===== config.mk =====
export PLATFORM = sky130hd
export DESIGN_NAME = psdt_ctrl
export DESIGN_NICKNAME = d
export VERILOG_FILES = /design/src/rtl/producer_sequence_dedup_table_assert.svh /design/src/rtl/psdt_pkg.sv /design/src/rtl/psdt_ctrl.sv
export SDC_FILE = /design/constraint.sdc
export NUM_CORES = 1
export LEC_CHECK = 0
export ABC_AREA = 1
export BUFFER_PORTS_ARGS = -buffer_cell sky130_fd_sc_hd__buf_2
export CELL_PAD_IN_SITES_DETAIL_PLACEMENT = 0
export CELL_PAD_IN_SITES_GLOBAL_PLACEMENT = 2
export CORE_AREA = 2 2 39 41
export CTS_CLUSTER_DIAMETER = 50
export CTS_CLUSTER_SIZE = 12
export DETAILED_ROUTE_END_ITERATION = 8
export DIE_AREA = 0 0 41 43
export GPL_TIMING_DRIVEN = 0
export PLACE_DENSITY_LB_ADDON = 0.1
export SYNTH_ARGS = -nofsm -noshare
export SYNTH_HDL_FRONTEND = slang
export SYNTH_SLANG_ARGS = --single-unit

===== constraint.sdc =====
create_clock -name clock -period 1.7 [get_ports clock]
set_input_delay 0.085 -clock clock [delete_from_list [all_inputs] [get_ports clock]]
set_output_delay 0.085 -clock clock [all_outputs]
set_load 0.03 [all_outputs]

===== src/rtl/producer_sequence_dedup_table_assert.svh =====
// Assertion macros shared by the dedup table RTL.
// No dependencies; included by modules that carry concurrent checks.
`ifndef PRODUCER_SEQUENCE_DEDUP_TABLE_ASSERT_SVH
`define PRODUCER_SEQUENCE_DEDUP_TABLE_ASSERT_SVH

// Same-cycle implication checked at every clock edge outside reset.
`define PSDT_ASSERT_IMP(label, clk, rst, ante, cons) \
   label: assert property (@(posedge clk) disable iff (rst) (ante) |-> (cons)) \
      else $error("psdt assertion failed");

// Next-cycle implication checked at every clock edge outside reset.
`define PSDT_ASSERT_NEXT(label, clk, rst, ante, cons) \
   label: assert property (@(posedge clk) disable iff (rst) (ante) |=> (cons)) \
      else $error("psdt assertion failed");

`endif


===== src/rtl/psdt_pkg.sv =====
// Shared types and constants for the producer sequence dedup table.
// No dependencies; used by the interfaces, the controller, the datapath and the top level.
`timescale 1ns / 1ps
`default_nettype none

package psdt_pkg;

   localparam int KEY_W   = 64;
   localparam int SEQ_W   = 64;
   localparam int STAMP_W = 32;
   localparam int CNT_W   = 5;

   typedef enum logic [1:0] {
      OP_CHECK   = 2'd0,
      OP_MARK    = 2'd1,
      OP_REMOVE  = 2'd2,
      OP_CLEANUP = 2'd3
   } opcode_type;

   // Commands from the controller to the datapath.
   typedef struct packed {
      logic load;
      logic scan_clear;
      logic scan_issue;
      logic apply;
   } cmd_type;

   // Status from the datapath to the controller.
   typedef struct packed {
      logic need_scan;
      logic scan_last;
      logic is_cleanup;
   } status_type;

endpackage

`default_nettype wire


===== src/rtl/psdt_ctrl.sv =====
// Controller state machine: accept, table scan, update, response.
// Depends on psdt_pkg for the command and status structs.
`timescale 1ns / 1ps
`default_nettype none

module psdt_ctrl import psdt_pkg::*; (
   input  logic       clock,
   input  logic       reset,
   input  logic       req_valid,
   output logic       req_ready,
   output logic       rsp_valid,
   input  logic       rsp_ready,
   input  status_type status,
   output cmd_type    cmd
);

   typedef enum logic [2:0] {
      ST_IDLE,
      ST_START,
      ST_SCAN,
      ST_DRAIN,
      ST_APPLY,
      ST_RESP
   } state_type;

   state_type state_ff;
   state_type state_in;

   // Next state.
   always_comb begin
      state_in = state_ff;
      unique case (state_ff)
         ST_IDLE:  if (req_valid) state_in = ST_START;
         ST_START: state_in = status.need_scan ? ST_SCAN : ST_RESP;
         ST_SCAN:  if (status.scan_last) state_in = ST_DRAIN;
         ST_DRAIN: state_in = ST_APPLY;
         ST_APPLY: state_in = status.is_cleanup ? ST_START : ST_RESP;
         ST_RESP:  if (rsp_ready) state_in = ST_IDLE;
         default:  state_in = ST_IDLE;
      endcase
   end

   // State register.
   always_ff @(posedge clock) begin
      if (reset) begin
         state_ff <= ST_IDLE;
      end else begin
         state_ff <= state_in;
      end
   end

   // Handshake and datapath commands.
   assign req_ready      = (state_ff == ST_IDLE);
   assign rsp_valid      = (state_ff == ST_RESP);
   assign cmd.load       = req_valid && req_ready;
   assign cmd.scan_clear = (state_ff == ST_START) && status.need_scan;
   assign cmd.scan_issue = (state_ff == ST_SCAN);
   assign cmd.apply      = (state_ff == ST_APPLY);

endmodule

`default_nettype wire


==> impl_metrics.env <==
export IMPL_status="completed"
export IMPL_grt_busiest_layer="met2"
export IMPL_vias=271
export IMPL_finalNonFillerCells=71
export IMPL_clkTransAtPathRegs_ps=30
export IMPL_postSynthAreaPerCell_sq_um=6.13
export IMPL_cts_sinks=3
export IMPL_gr_usage_met2_pct=10.3
export IMPL_core_area_sq_um=1380
export IMPL_wire_per_inst_um=8.54
export IMPL_slew_violations=0
export IMPL_period_share_pct=76.3
export IMPL_cts_setup_buffers=0
export IMPL_rows=14
export IMPL_synth_nets=46
export IMPL_async_flop_share_pct=0
export IMPL_synth_area_sq_um=239
export IMPL_synth_largest_area_cell="dfxtp_1"
export IMPL_finalSetupTns_ps=0
export IMPL_first_pass_iters=2
export IMPL_grt_ovfl_total=0
export IMPL_num_io_pins=13
export IMPL_die_y_um=43
export IMPL_hold_viol_final=0
export IMPL_die_x_um=41
export IMPL_gp_congestion=0.628
export IMPL_power_density_nw_per_um2=1080
export IMPL_ys_types=13
export IMPL_rsz0062_at_grt="false"
export IMPL_cts_buffer_depth=2
export IMPL_drt_wl_total_um=606
export IMPL_hold_class="in2reg"
export IMPL_reg_largest_list="state_ff: 3 flops"
export IMPL_worst_pin_slew_ps=223
export IMPL_initial_core_util_pct=17.3
export IMPL_drive_above_1_share_pct=38.2
export IMPL_layout_min_cycle_time_ps=1300
export IMPL_grt_pass1_wl_um=869
export IMPL_worst_slew_margin_rel_pct=85.0
export IMPL_cp_cell_sequence="nor2_1 -> inv_1 -> nor3_1 -> buf_2"
export IMPL_largest_reg_flops=3
export IMPL_drc_errors=0
export IMPL_required_ps=1620
export IMPL_holdBufCountCts=0
export IMPL_antenna_found_initial=0
export IMPL_synth_area_leaders="dfxtp_1, nor2_1, inv_1"
export IMPL_grt_max_degree=9
export IMPL_hpwl_um=495
export IMPL_worstSetupPathType="reg2out"
export IMPL_synth_top_area_share_pct=25.1
export IMPL_setup_viol=0
export IMPL_regMostFlops="state_ff"
export IMPL_htree_levels=1
export IMPL_syn_inst=39
export IMPL_start_kind="flop"
export IMPL_yosys_most_used_dff="dfxtp_1"
export IMPL_critical_path_peak_fanout=6
export IMPL_ys_seq_area_share_pct=25.1
export IMPL_cp_slowest_cell="dfxtp_1"
export IMPL_synthToLayoutAreaGrowth_pct=44.5
export IMPL_yosysMostFrequentCell="nor2_1"
export IMPL_cts_buffers=3
export IMPL_routed_via_density=3.82
export IMPL_cp_arrival_ps=1210
export IMPL_cts_root_buf="clkbuf_4"
export IMPL_synth_edff_count=0
export IMPL_use_met3_pct=1.57
export IMPL_dieArea_sq_um=1760
export IMPL_synth_seq_cells=3
export IMPL_drv_cap=0
export IMPL_max_stage_delay_ps=340
export IMPL_antenna_cells=0
export IMPL_track_usage_pct=7.82
export IMPL_p_leak_uw=0.000188
export IMPL_critPathCaptureType="primary output"
export IMPL_ys_top_cells_by_count="nor2_1, inv_1, nand2_1"
export IMPL_final_nets=63
export IMPL_final_antenna_net_count=0
export IMPL_grt_pass1_vias=237
export IMPL_portBuffers=12
export IMPL_yosysWarnings=0
export IMPL_clk_latency_ps=230
export IMPL_max_freq_mhz=771
export IMPL_place_inst=67
export IMPL_cts_tree="built"
export IMPL_peakVddDrop_mv=0.301
export IMPL_skew_ps=0.368
export IMPL_cts_resized=0
export IMPL_met1_usage_pct=8.63
export IMPL_drtIter0Drc=2
through the flow:
stage          hold WS (ps)  utilization, %  worst slack [ps]  total power [uW]  area, sq um
6_report               38.0            25.0               403               372          345
5_1_grt                41.4            25.0               324               400          345
4_1_cts                30.7            25.0               383               383          345
3_5_place_dp            278            23.1               635               251          319
3_3_place_gp            277            23.1               612               252          319
2_1_floorplan           157               -               281               210          239
final cells by class:
type | count | area [sq um]
clock buffers | 4 | 26.3
flip-flops and latches | 3 | 60.1
plain buffers | 1 | 11.3
well taps | 16 | 20.0
inverters | 7 | 26.3
repair buffers | 12 | 60.1
fillers | 172 | 1040
multi-input cells | 28 | 141
power breakdown:
part,switching [uW],internal (uW)
Sequential,9.79,80.9
Combinational,108,50.4
Clock,35.2,87.9
cell families after synthesis:
kind of cell | Yosys count | share of synthesized area [%]
buffers and inverters | 8 | 15.7
flip-flops | 3 | 25.1
AO/OA/AOI/OAI | 1 | 2.09
AND/OR/NAND/NOR | 27 | 57.1
worst max-delay path: cells and delay by family (launching register included):
family        cells  cell delay, ps
buf+inv           2             330
flops             1             340
simple gates      2             310
placed cells by master, fill, tap and decap left out:
cell      count
buf_6         1
buf_2        12
nor3_1        2
nand2_1       6
clkbuf_1      1
inv_1         6
clkbuf_4      3
nor3_2        2
nor2_1       10
nand3_1       3
nand3b_1      2
nand3_2       1
dfxtp_1       3
inv_2         1
nor2_2        1
a21oi_1       1
final timing paths:
kind                                                from  slack (ps)  cells after the start                        to
worst max-delay path            state_ff[0]$_SDFFE_PP0P_         400                      4                    cmd[3]
worst min register to register  state_ff[0]$_SDFFE_PP0P_         650                      3  state_ff[0]$_SDFFE_PP0P_
worst min-delay path                               reset          40                      2  state_ff[1]$_SDFFE_PP0P_
worst max register to register  state_ff[0]$_SDFFE_PP0P_         690                      5  state_ff[0]$_SDFFE_PP0P_
metal layers:
| metal | up-vias | wire (um) |
|---|---|---|
| met5 | - | 0 |
| li1 | 151 | - |
| met1 | 112 | 252 |
| met4 | 0 | 0 |
| met3 | 0 | 70 |
| met2 | 8 | 283 |
(Power assumes the default switching activity.)
