[src/rtl/producer_sequence_dedup_table_assert.svh]
// Assertion macros shared by the dedup table RTL.
// No dependencies; included by modules that carry concurrent checks.
`ifndef PRODUCER_SEQUENCE_DEDUP_TABLE_ASSERT_SVH
`define PRODUCER_SEQUENCE_DEDUP_TABLE_ASSERT_SVH

// Same-cycle implication checked at every clock edge outside reset.
`define PSDT_ASSERT_IMP(label, clk, rst, ante, cons) \
   label: assert property (@(posedge clk) disable iff (rst) (ante) |-> (cons)) \
      else $error("psdt assertion failed");

// Next-cycle implication checked at every clock edge outside reset.
`define PSDT_ASSERT_NEXT(label, clk, rst, ante, cons) \
   label: assert property (@(posedge clk) disable iff (rst) (ante) |=> (cons)) \
      else $error("psdt assertion failed");

`endif

[src/rtl/psdt_pkg.sv]
// Shared types and constants for the producer sequence dedup table.
// No dependencies; used by the interfaces, the controller, the datapath and the top level.
`timescale 1ns / 1ps
`default_nettype none

package psdt_pkg;

   localparam int KEY_W   = 64;
   localparam int SEQ_W   = 64;
   localparam int STAMP_W = 32;
   localparam int CNT_W   = 5;

   typedef enum logic [1:0] {
      OP_CHECK   = 2'd0,
      OP_MARK    = 2'd1,
      OP_REMOVE  = 2'd2,
      OP_CLEANUP = 2'd3
   } opcode_type;

   // Commands from the controller to the datapath.
   typedef struct packed {
      logic load;
      logic scan_clear;
      logic scan_issue;
      logic apply;
   } cmd_type;

   // Status from the datapath to the controller.
   typedef struct packed {
      logic need_scan;
      logic scan_last;
      logic is_cleanup;
   } status_type;

endpackage

`default_nettype wire

[src/rtl/psdt_ram.sv]
// Generic single-write, single-read RAM with registered read data.
// No dependencies.
`timescale 1ns / 1ps
`default_nettype none

module psdt_ram #(
   parameter int WIDTH = 8,
   parameter int DEPTH = 16
) (
   input  logic                     clock,
   input  logic                     wr_en,
   input  logic [$clog2(DEPTH)-1:0] wr_addr,
   input  logic [WIDTH-1:0]         wr_data,
   input  logic                     rd_en,
   input  logic [$clog2(DEPTH)-1:0] rd_addr,
   output logic [WIDTH-1:0]         rd_data
);

   logic [WIDTH-1:0] mem_ff [DEPTH];
   logic [WIDTH-1:0] rd_data_ff;

   // Write port and registered read port.
   always_ff @(posedge clock) begin
      if (wr_en) begin
         mem_ff[wr_addr] <= wr_data;
      end
      if (rd_en) begin
         rd_data_ff <= mem_ff[rd_addr];
      end
   end

   assign rd_data = rd_data_ff;

endmodule

`default_nettype wire

[src/rtl/psdt_datapath.sv]
// Datapath: request registers, entry RAM, valid bits, scan and update logic.
// Depends on psdt_pkg, psdt_ram and the assertion macro header.
`timescale 1ns / 1ps
`default_nettype none
`include "producer_sequence_dedup_table_assert.svh"

module psdt_datapath import psdt_pkg::*; #(
   parameter int ENTRIES = 16
) (
   input  logic               clock,
   input  logic               reset,
   input  cmd_type            cmd,
   output status_type         status,
   input  logic [1:0]         req_opcode,
   input  logic               req_key_present,
   input  logic [KEY_W-1:0]   req_producer_key,
   input  logic [SEQ_W-1:0]   req_sequence_req,
   input  logic [CNT_W-1:0]   req_keep_count,
   output logic               rsp_is_duplicate,
   output logic               rsp_table_full,
   output logic [CNT_W-1:0]   rsp_producer_count,
   output logic [CNT_W-1:0]   rsp_removed_count
);

   localparam int IW = $clog2(ENTRIES);
   localparam int LW = $clog2(ENTRIES + 1);
   localparam int CW = (LW > CNT_W) ? LW : CNT_W;
   localparam int RW = KEY_W + SEQ_W + STAMP_W;

   // Request registers.
   opcode_type          op_ff, op_in;
   logic                present_ff, present_in;
   logic [KEY_W-1:0]    key_ff, key_in;
   logic [SEQ_W-1:0]    seq_ff, seq_in;
   logic [CNT_W-1:0]    keep_ff, keep_in;

   // Table state.
   logic [ENTRIES-1:0]  valid_ff, valid_in;
   logic [CW-1:0]       live_ff, live_in;
   logic [STAMP_W-1:0]  stamp_ff, stamp_in;

   // Scan state.
   logic [IW-1:0]       idx_ff, idx_in;
   logic                data_vld_ff, data_vld_in;
   logic [IW-1:0]       data_idx_ff, data_idx_in;
   logic                match_found_ff, match_found_in;
   logic [IW-1:0]       match_slot_ff, match_slot_in;
   logic [SEQ_W-1:0]    match_max_ff, match_max_in;
   logic                free_found_ff, free_found_in;
   logic [IW-1:0]       free_slot_ff, free_slot_in;
   logic                best_found_ff, best_found_in;
   logic [IW-1:0]       best_slot_ff, best_slot_in;
   logic [STAMP_W-1:0]  best_age_ff, best_age_in;

   // Response registers.
   logic                dup_ff, dup_in;
   logic                full_ff, full_in;
   logic [CW-1:0]       removed_ff, removed_in;

   // RAM ports and decoded read fields.
   logic                wr_en;
   logic [IW-1:0]       wr_addr;
   logic [RW-1:0]       wr_data;
   logic [RW-1:0]       rd_data;
   logic [KEY_W-1:0]    rd_key;
   logic [SEQ_W-1:0]    rd_max;
   logic [STAMP_W-1:0]  rd_stamp;
   logic [STAMP_W-1:0]  rd_age;
   logic                rd_valid;
   logic [SEQ_W-1:0]    new_max;

   psdt_ram #(
      .WIDTH (RW),
      .DEPTH (ENTRIES)
   ) u_entry_ram (
      .clock   (clock),
      .wr_en   (wr_en),
      .wr_addr (wr_addr),
      .wr_data (wr_data),
      .rd_en   (cmd.scan_issue),
      .rd_addr (idx_ff),
      .rd_data (rd_data)
   );

   assign rd_key   = rd_data[RW-1 -: KEY_W];
   assign rd_max   = rd_data[STAMP_W +: SEQ_W];
   assign rd_stamp = rd_data[STAMP_W-1:0];
   assign rd_age   = stamp_ff - rd_stamp;
   assign rd_valid = valid_ff[data_idx_ff];

   // A mark of a known key keeps the larger sequence; a new entry starts at the requested sequence.
   assign new_max = (match_found_ff && (match_max_ff > seq_ff)) ? match_max_ff : seq_ff;

   assign wr_addr = match_found_ff ? match_slot_ff : free_slot_ff;
   assign wr_data = {key_ff, new_max, stamp_ff};
   assign wr_en   = cmd.apply && (op_ff == OP_MARK) && (match_found_ff || free_found_ff);

   // Status to the controller.
   assign status.is_cleanup = (op_ff == OP_CLEANUP);
   assign status.need_scan  = (op_ff == OP_CLEANUP) ? (live_ff > CW'(keep_ff)) : present_ff;
   assign status.scan_last  = (idx_ff == IW'(ENTRIES - 1));

   // Next-state logic for request capture, scan and table update.
   always_comb begin
      op_in          = op_ff;
      present_in     = present_ff;
      key_in         = key_ff;
      seq_in         = seq_ff;
      keep_in        = keep_ff;
      valid_in       = valid_ff;
      live_in        = live_ff;
      stamp_in       = stamp_ff;
      idx_in         = idx_ff;
      match_found_in = match_found_ff;
      match_slot_in  = match_slot_ff;
      match_max_in   = match_max_ff;
      free_found_in  = free_found_ff;
      free_slot_in   = free_slot_ff;
      best_found_in  = best_found_ff;
      best_slot_in   = best_slot_ff;
      best_age_in    = best_age_ff;
      dup_in         = dup_ff;
      full_in        = full_ff;
      removed_in     = removed_ff;
      data_vld_in    = cmd.scan_issue;
      data_idx_in    = idx_ff;

      if (cmd.load) begin
         op_in      = opcode_type'(req_opcode);
         present_in = req_key_present;
         key_in     = req_producer_key;
         seq_in     = req_sequence_req;
         keep_in    = req_keep_count;
         dup_in     = 1'b0;
         full_in    = 1'b0;
         removed_in = '0;
      end

      if (cmd.scan_clear) begin
         idx_in         = '0;
         match_found_in = 1'b0;
         free_found_in  = 1'b0;
         best_found_in  = 1'b0;
      end

      if (cmd.scan_issue) begin
         idx_in = idx_ff + 1'b1;
      end

      // Evaluate the entry whose RAM data arrived this cycle.
      if (data_vld_ff) begin
         if (rd_valid && (rd_key == key_ff) && !match_found_ff) begin
            match_found_in = 1'b1;
            match_slot_in  = data_idx_ff;
            match_max_in   = rd_max;
         end
         if (!rd_valid && !free_found_ff) begin
            free_found_in = 1'b1;
            free_slot_in  = data_idx_ff;
         end
         if (rd_valid && (!best_found_ff || (rd_age > best_age_ff))) begin
            best_found_in = 1'b1;
            best_slot_in  = data_idx_ff;
            best_age_in   = rd_age;
         end
      end

      // Apply the operation once the scan has completed.
      if (cmd.apply) begin
         case (op_ff)
            OP_CHECK: begin
               dup_in = match_found_ff && (seq_ff <= match_max_ff);
            end
            OP_MARK: begin
               if (match_found_ff) begin
                  stamp_in = stamp_ff + 1'b1;
               end else if (free_found_ff) begin
                  valid_in[free_slot_ff] = 1'b1;
                  live_in  = live_ff + 1'b1;
                  stamp_in = stamp_ff + 1'b1;
               end else begin
                  full_in = 1'b1;
               end
            end
            OP_REMOVE: begin
               if (match_found_ff) begin
                  valid_in[match_slot_ff] = 1'b0;
                  live_in    = live_ff - 1'b1;
                  removed_in = CW'(1);
               end
            end
            default: begin
               if (best_found_ff) begin
                  valid_in[best_slot_ff] = 1'b0;
                  live_in    = live_ff - 1'b1;
                  removed_in = removed_ff + 1'b1;
               end
            end
         endcase
      end
   end

   // Registers; control state is cleared by reset.
   always_ff @(posedge clock) begin
      if (reset) begin
         valid_ff       <= '0;
         live_ff        <= '0;
         stamp_ff       <= '0;
         data_vld_ff    <= 1'b0;
         match_found_ff <= 1'b0;
         free_found_ff  <= 1'b0;
         best_found_ff  <= 1'b0;
         op_ff          <= OP_CHECK;
         present_ff     <= 1'b0;
         dup_ff         <= 1'b0;
         full_ff        <= 1'b0;
         removed_ff     <= '0;
         idx_ff         <= '0;
      end else begin
         valid_ff       <= valid_in;
         live_ff        <= live_in;
         stamp_ff       <= stamp_in;
         data_vld_ff    <= data_vld_in;
         match_found_ff <= match_found_in;
         free_found_ff  <= free_found_in;
         best_found_ff  <= best_found_in;
         op_ff          <= op_in;
         present_ff     <= present_in;
         dup_ff         <= dup_in;
         full_ff        <= full_in;
         removed_ff     <= removed_in;
         idx_ff         <= idx_in;
      end
      key_ff        <= key_in;
      seq_ff        <= seq_in;
      keep_ff       <= keep_in;
      data_idx_ff   <= data_idx_in;
      match_slot_ff <= match_slot_in;
      match_max_ff  <= match_max_in;
      free_slot_ff  <= free_slot_in;
      best_slot_ff  <= best_slot_in;
      best_age_ff   <= best_age_in;
   end

   assign rsp_is_duplicate   = dup_ff;
   assign rsp_table_full     = full_ff;
   assign rsp_producer_count = live_ff[CNT_W-1:0];
   assign rsp_removed_count  = removed_ff[CNT_W-1:0];

   // The live count always tracks the number of set valid bits.
   `PSDT_ASSERT_IMP(a_live_matches_valid, clock, reset, 1'b1,
                    $countones(valid_ff) == int'(live_ff))
   // The recency counter moves only when an update is applied.
   `PSDT_ASSERT_NEXT(a_stamp_only_on_apply, clock, reset, !cmd.apply, $stable(stamp_ff))
   // A rejected mark never reports a duplicate.
   `PSDT_ASSERT_IMP(a_full_not_dup, clock, reset, full_ff, !dup_ff)

endmodule

`default_nettype wire

[config.mk]
export PLATFORM = sky130hd
export DESIGN_NAME = psdt_datapath
export DESIGN_NICKNAME = d
export VERILOG_FILES = /design/src/rtl/psdt_pkg.sv /design/src/rtl/psdt_ram.sv /design/src/rtl/psdt_datapath.sv
export VERILOG_INCLUDE_DIRS = /design/src /design/src/rtl
export SDC_FILE = /design/constraint.sdc
export NUM_CORES = 2
export LEC_CHECK = 0
export BUFFER_PORTS_ARGS = -buffer_cell sky130_fd_sc_hd__buf_2
export CORE_MARGIN = 2
export CORE_UTILIZATION = 45
export DETAILED_ROUTE_END_ITERATION = 12
export MAX_ROUTING_LAYER = met4
export PLACE_DENSITY_LB_ADDON = 0.25
export SETUP_SLACK_MARGIN = 0.05
export SKIP_LAST_GASP = 1
export SYNTH_ARGS = -nofsm -noshare
export SYNTH_HDL_FRONTEND = slang
export SYNTH_SLANG_ARGS = --single-unit
[constraint.sdc]
create_clock -name clock -period 12.2 [get_ports clock]
set_input_delay 1.83 -clock clock [delete_from_list [all_inputs] [get_ports clock]]
set_output_delay 1.83 -clock clock [all_outputs]
set_load 0.005 [all_outputs]
==> results.cfg <==
[global_routing]
grt_overflow_total = 0
grt_max_degree = 162
grt_pass1_wl_um = 395700
grtUsageMet2 = 0.3369
grt_busiest_layer = met2
first_global_vias = 55580
use_met3 = 0.03495
grtUsageMet1 = 0.2928
antenna_found_initial = 21
track_usage = 0.2137

[clocking]
clk_path_buf_depth = 4
post_cts_resized = 0
cts.root.buffer_cell = clkbuf_16
post_cts_buffers = 0
path_clk_slew_ns = 0.06
cts.sinks = 3036
cts_buffers = 327
clk_latency_ns = 0.94
ctsHoldBuffers = 0
h-tree-depth = 5
cts_tree = yes

[timing]
hold_viol = 0
maxSlewViolCount = 0
tns_ns = 0
fmax_mhz = 165.8
min_period_over_period = 0.4943
tightest_slew_ns = 1.222
finalSetupViolCount = 0
setup_slack_ns = 6.170
fin_crit_ns = 6.030
holdWs_ns = 0.3958
max_slew_margin = 0.1768
rsz0062_at_grt = no
clock_skew_ns = 0.08232

[cells_and_area]
fin_area_um2 = 132300
drive_above_1_share = 0.2743
fin_util = 0.5107
areaGrowthSynthToFinish_pct = 13.05
fin_nets = 5816

[synth]
synth_top_area_frac = 0.7599
synthArstFlopShare = 0
synthesis.area_um2 = 117000
synth-seq-cells = 3036
synth_top_area_cell = edfxtp_1
ys_top_cells_by_area = edfxtp_1, mux4_2, ha_1
ys.flop_type = edfxtp_1
synth.distinct_cells = 68
syn-num-nets = 5434
synth_seq_area_share = 0.7728
yosysWarnings = 0
synth_common_cells = edfxtp_1, mux4_2, inv_1
yosysMostFrequentCell = edfxtp_1
synth_edf_count = 2961
synth_cells = 5152
syn_avg_cell_area_um2 = 22.71

[worst_setup_path]
path_delay_family = compound AO/OA/AOI/OAI gates
cp_slowest_cell = dfxtp_1
crit_buf_inv = 2
worstSetupPathType = reg -> reg
cp_cell_sequence = inv_1 > ha_1 > fa_1 > nor2b_1 > o21ai_1 > a21boi_1 > o31a_1 > a21o_4 > a31oi_1 > nand2b_1 > mux2i_1 > a221oi_1 > ha_1 > nand4_1 > nor3_1 > and3_1 > a21oi_1 > o21ai_0 > o31ai_1 > o31a_1 > a21oi_4 > buf_4
cp-end-kind = flop
crit_arrival_ns = 6.56
cp.required_ns = 12.73
critPathLaunchType = flop
critPathMaxStageDelay_ns = 0.79
cp_max_fo = 20

[floorplan]
rows = 187
initial_core_util = 0.4517
die_w_um = 513.9
ios = 157
die_y_um = 513.9
coreArea_um2 = 259000
die-area_um2 = 264100

[drt]
vias = 53840
postRouteAntennaNets = 0
via_per_inst = 5.863
dr.pass1.iters = 5
avgRoutedWirePerCell_um = 29.79
totalWireLength_um = 273600
drtIter0Drc = 5968
route.detailed.drc = 0

[place]
place_area_um2 = 122400
port-buffer-count = 156
place_hpwl_um = 137700
pre_cts_slack_ns = 5.864
gp_congestion = 0.8067

[pwr]
peakVddDrop_uv = 149.7
powerDensity_nw_per_um2 = 163.4
leakagePower_nw = 42.90

[worst_hold_path]
min_path_type = reg -> reg

[flow_run]
max_cap_viol_count = 0

[outcome]
status = finished, final reports clean
## logic make-up after synthesis
| family | Yosys count | synth area share |
|---|---|---|
| simple gates | 331 | 0.01424 |
| compound gates | 295 | 0.01610 |
| xor+xnor | 103 | 0.007710 |
| flops | 3036 | 0.7728 |
| mux | 879 | 0.1620 |
| buf+inv | 368 | 0.01209 |
| fa+ha+maj | 140 | 0.01510 |
## sequential cells by signal (all words and copies together) (netlist names), 2 cells and up
register	count
best_age_ff	32
best_slot_ff	4
data_idx_ff	4
data_idx_in	4
free_slot_ff	4
keep_ff	5
key_ff	64
match_max_ff	64
match_slot_ff	4
op_ff	2
rsp_producer_count	5
rsp_removed_count	5
seq_ff	64
stamp_ff	32
u_entry_ram.mem_ff	2560
u_entry_ram.rd_data	160
valid_ff	16
## where the power goes
| group | total (mW) | leakage, nW | switching (mW) | internal, mW |
|---|---|---|---|---|
| Clock | 9.26 | 4.82 | 3.88 | 5.38 |
| Sequential | 11.7 | 28.7 | 0.122 | 11.5 |
| Combinational | 0.686 | 9.36 | 0.381 | 0.305 |
| Total | 21.6 | 42.9 | 4.38 | 17.2 |
## final cells by class
class / count / area [um^2]
antenna: 7 / 17.52
sequential: 3036 / 90430
tap: 3402 / 4257
timing repair buffer: 257 / 1773
clock inverter: 161 / 1222
fill: 20040 / 126700
multi-input combinational: 1748 / 25310
clock buffer: 408 / 8646
inverter: 164 / 615.6
## through the flow
stage | power (mW) | instances
3_3_place_gp | 12.58 | 8607
2_1_floorplan | 12.30 | 5152
5_1_grt | 22.27 | 9181
3_5_place_dp | 12.59 | 8607
4_1_cts | 21.83 | 9176
6_report | 21.61 | 9183
## placed cells by master, fill, tap and decap left out, types with 14 or more instances in the layout
cell type / Yosys / final
nor2_1: 101 / 85
inv_1: 164 / 164
bufinv_16: 0 / 18
mux2_2: 66 / 66
nand2_1: 61 / 61
and3_1: 15 / 15
clkinv_1: 0 / 76
mux4_2: 805 / 805
ha_1: 138 / 138
buf_12: 0 / 17
nand3_1: 21 / 21
buf_2: 21 / 153
a21oi_1: 92 / 91
clkbuf_16: 0 / 334
clkbuf_1: 152 / 73
xor2_1: 47 / 47
nor2b_1: 15 / 15
o21ai_0: 55 / 55
nand4_1: 39 / 39
a21o_1: 63 / 63
clkinv_2: 0 / 50
dfxtp_1: 75 / 71
nor2_4: 0 / 17
buf_4: 0 / 85
xnor2_1: 56 / 56
a22oi_1: 14 / 14
edfxtp_1: 2961 / 2961
## path summary, 6_finish.rpt
kind                           start                to  slack, ns  cells past startpoint
max                      stamp_ff[0]   best_slot_ff[3]       6.17                     22
min          u_entry_ram.rd_data[75]  match_max_ff[43]       0.40                      0
max reg2reg              stamp_ff[0]   best_slot_ff[3]       6.17                     22
min reg2reg  u_entry_ram.rd_data[75]  match_max_ff[43]       0.40                      0
## per-layer routing
metal / wire [um] / part of all wire
met1: 115000 / 0.42
met3: 17210 / 0.063
met2: 134600 / 0.49
met4: 6766 / 0.025
met5: 0 / 0
Power figures use the tool's default switching activity.
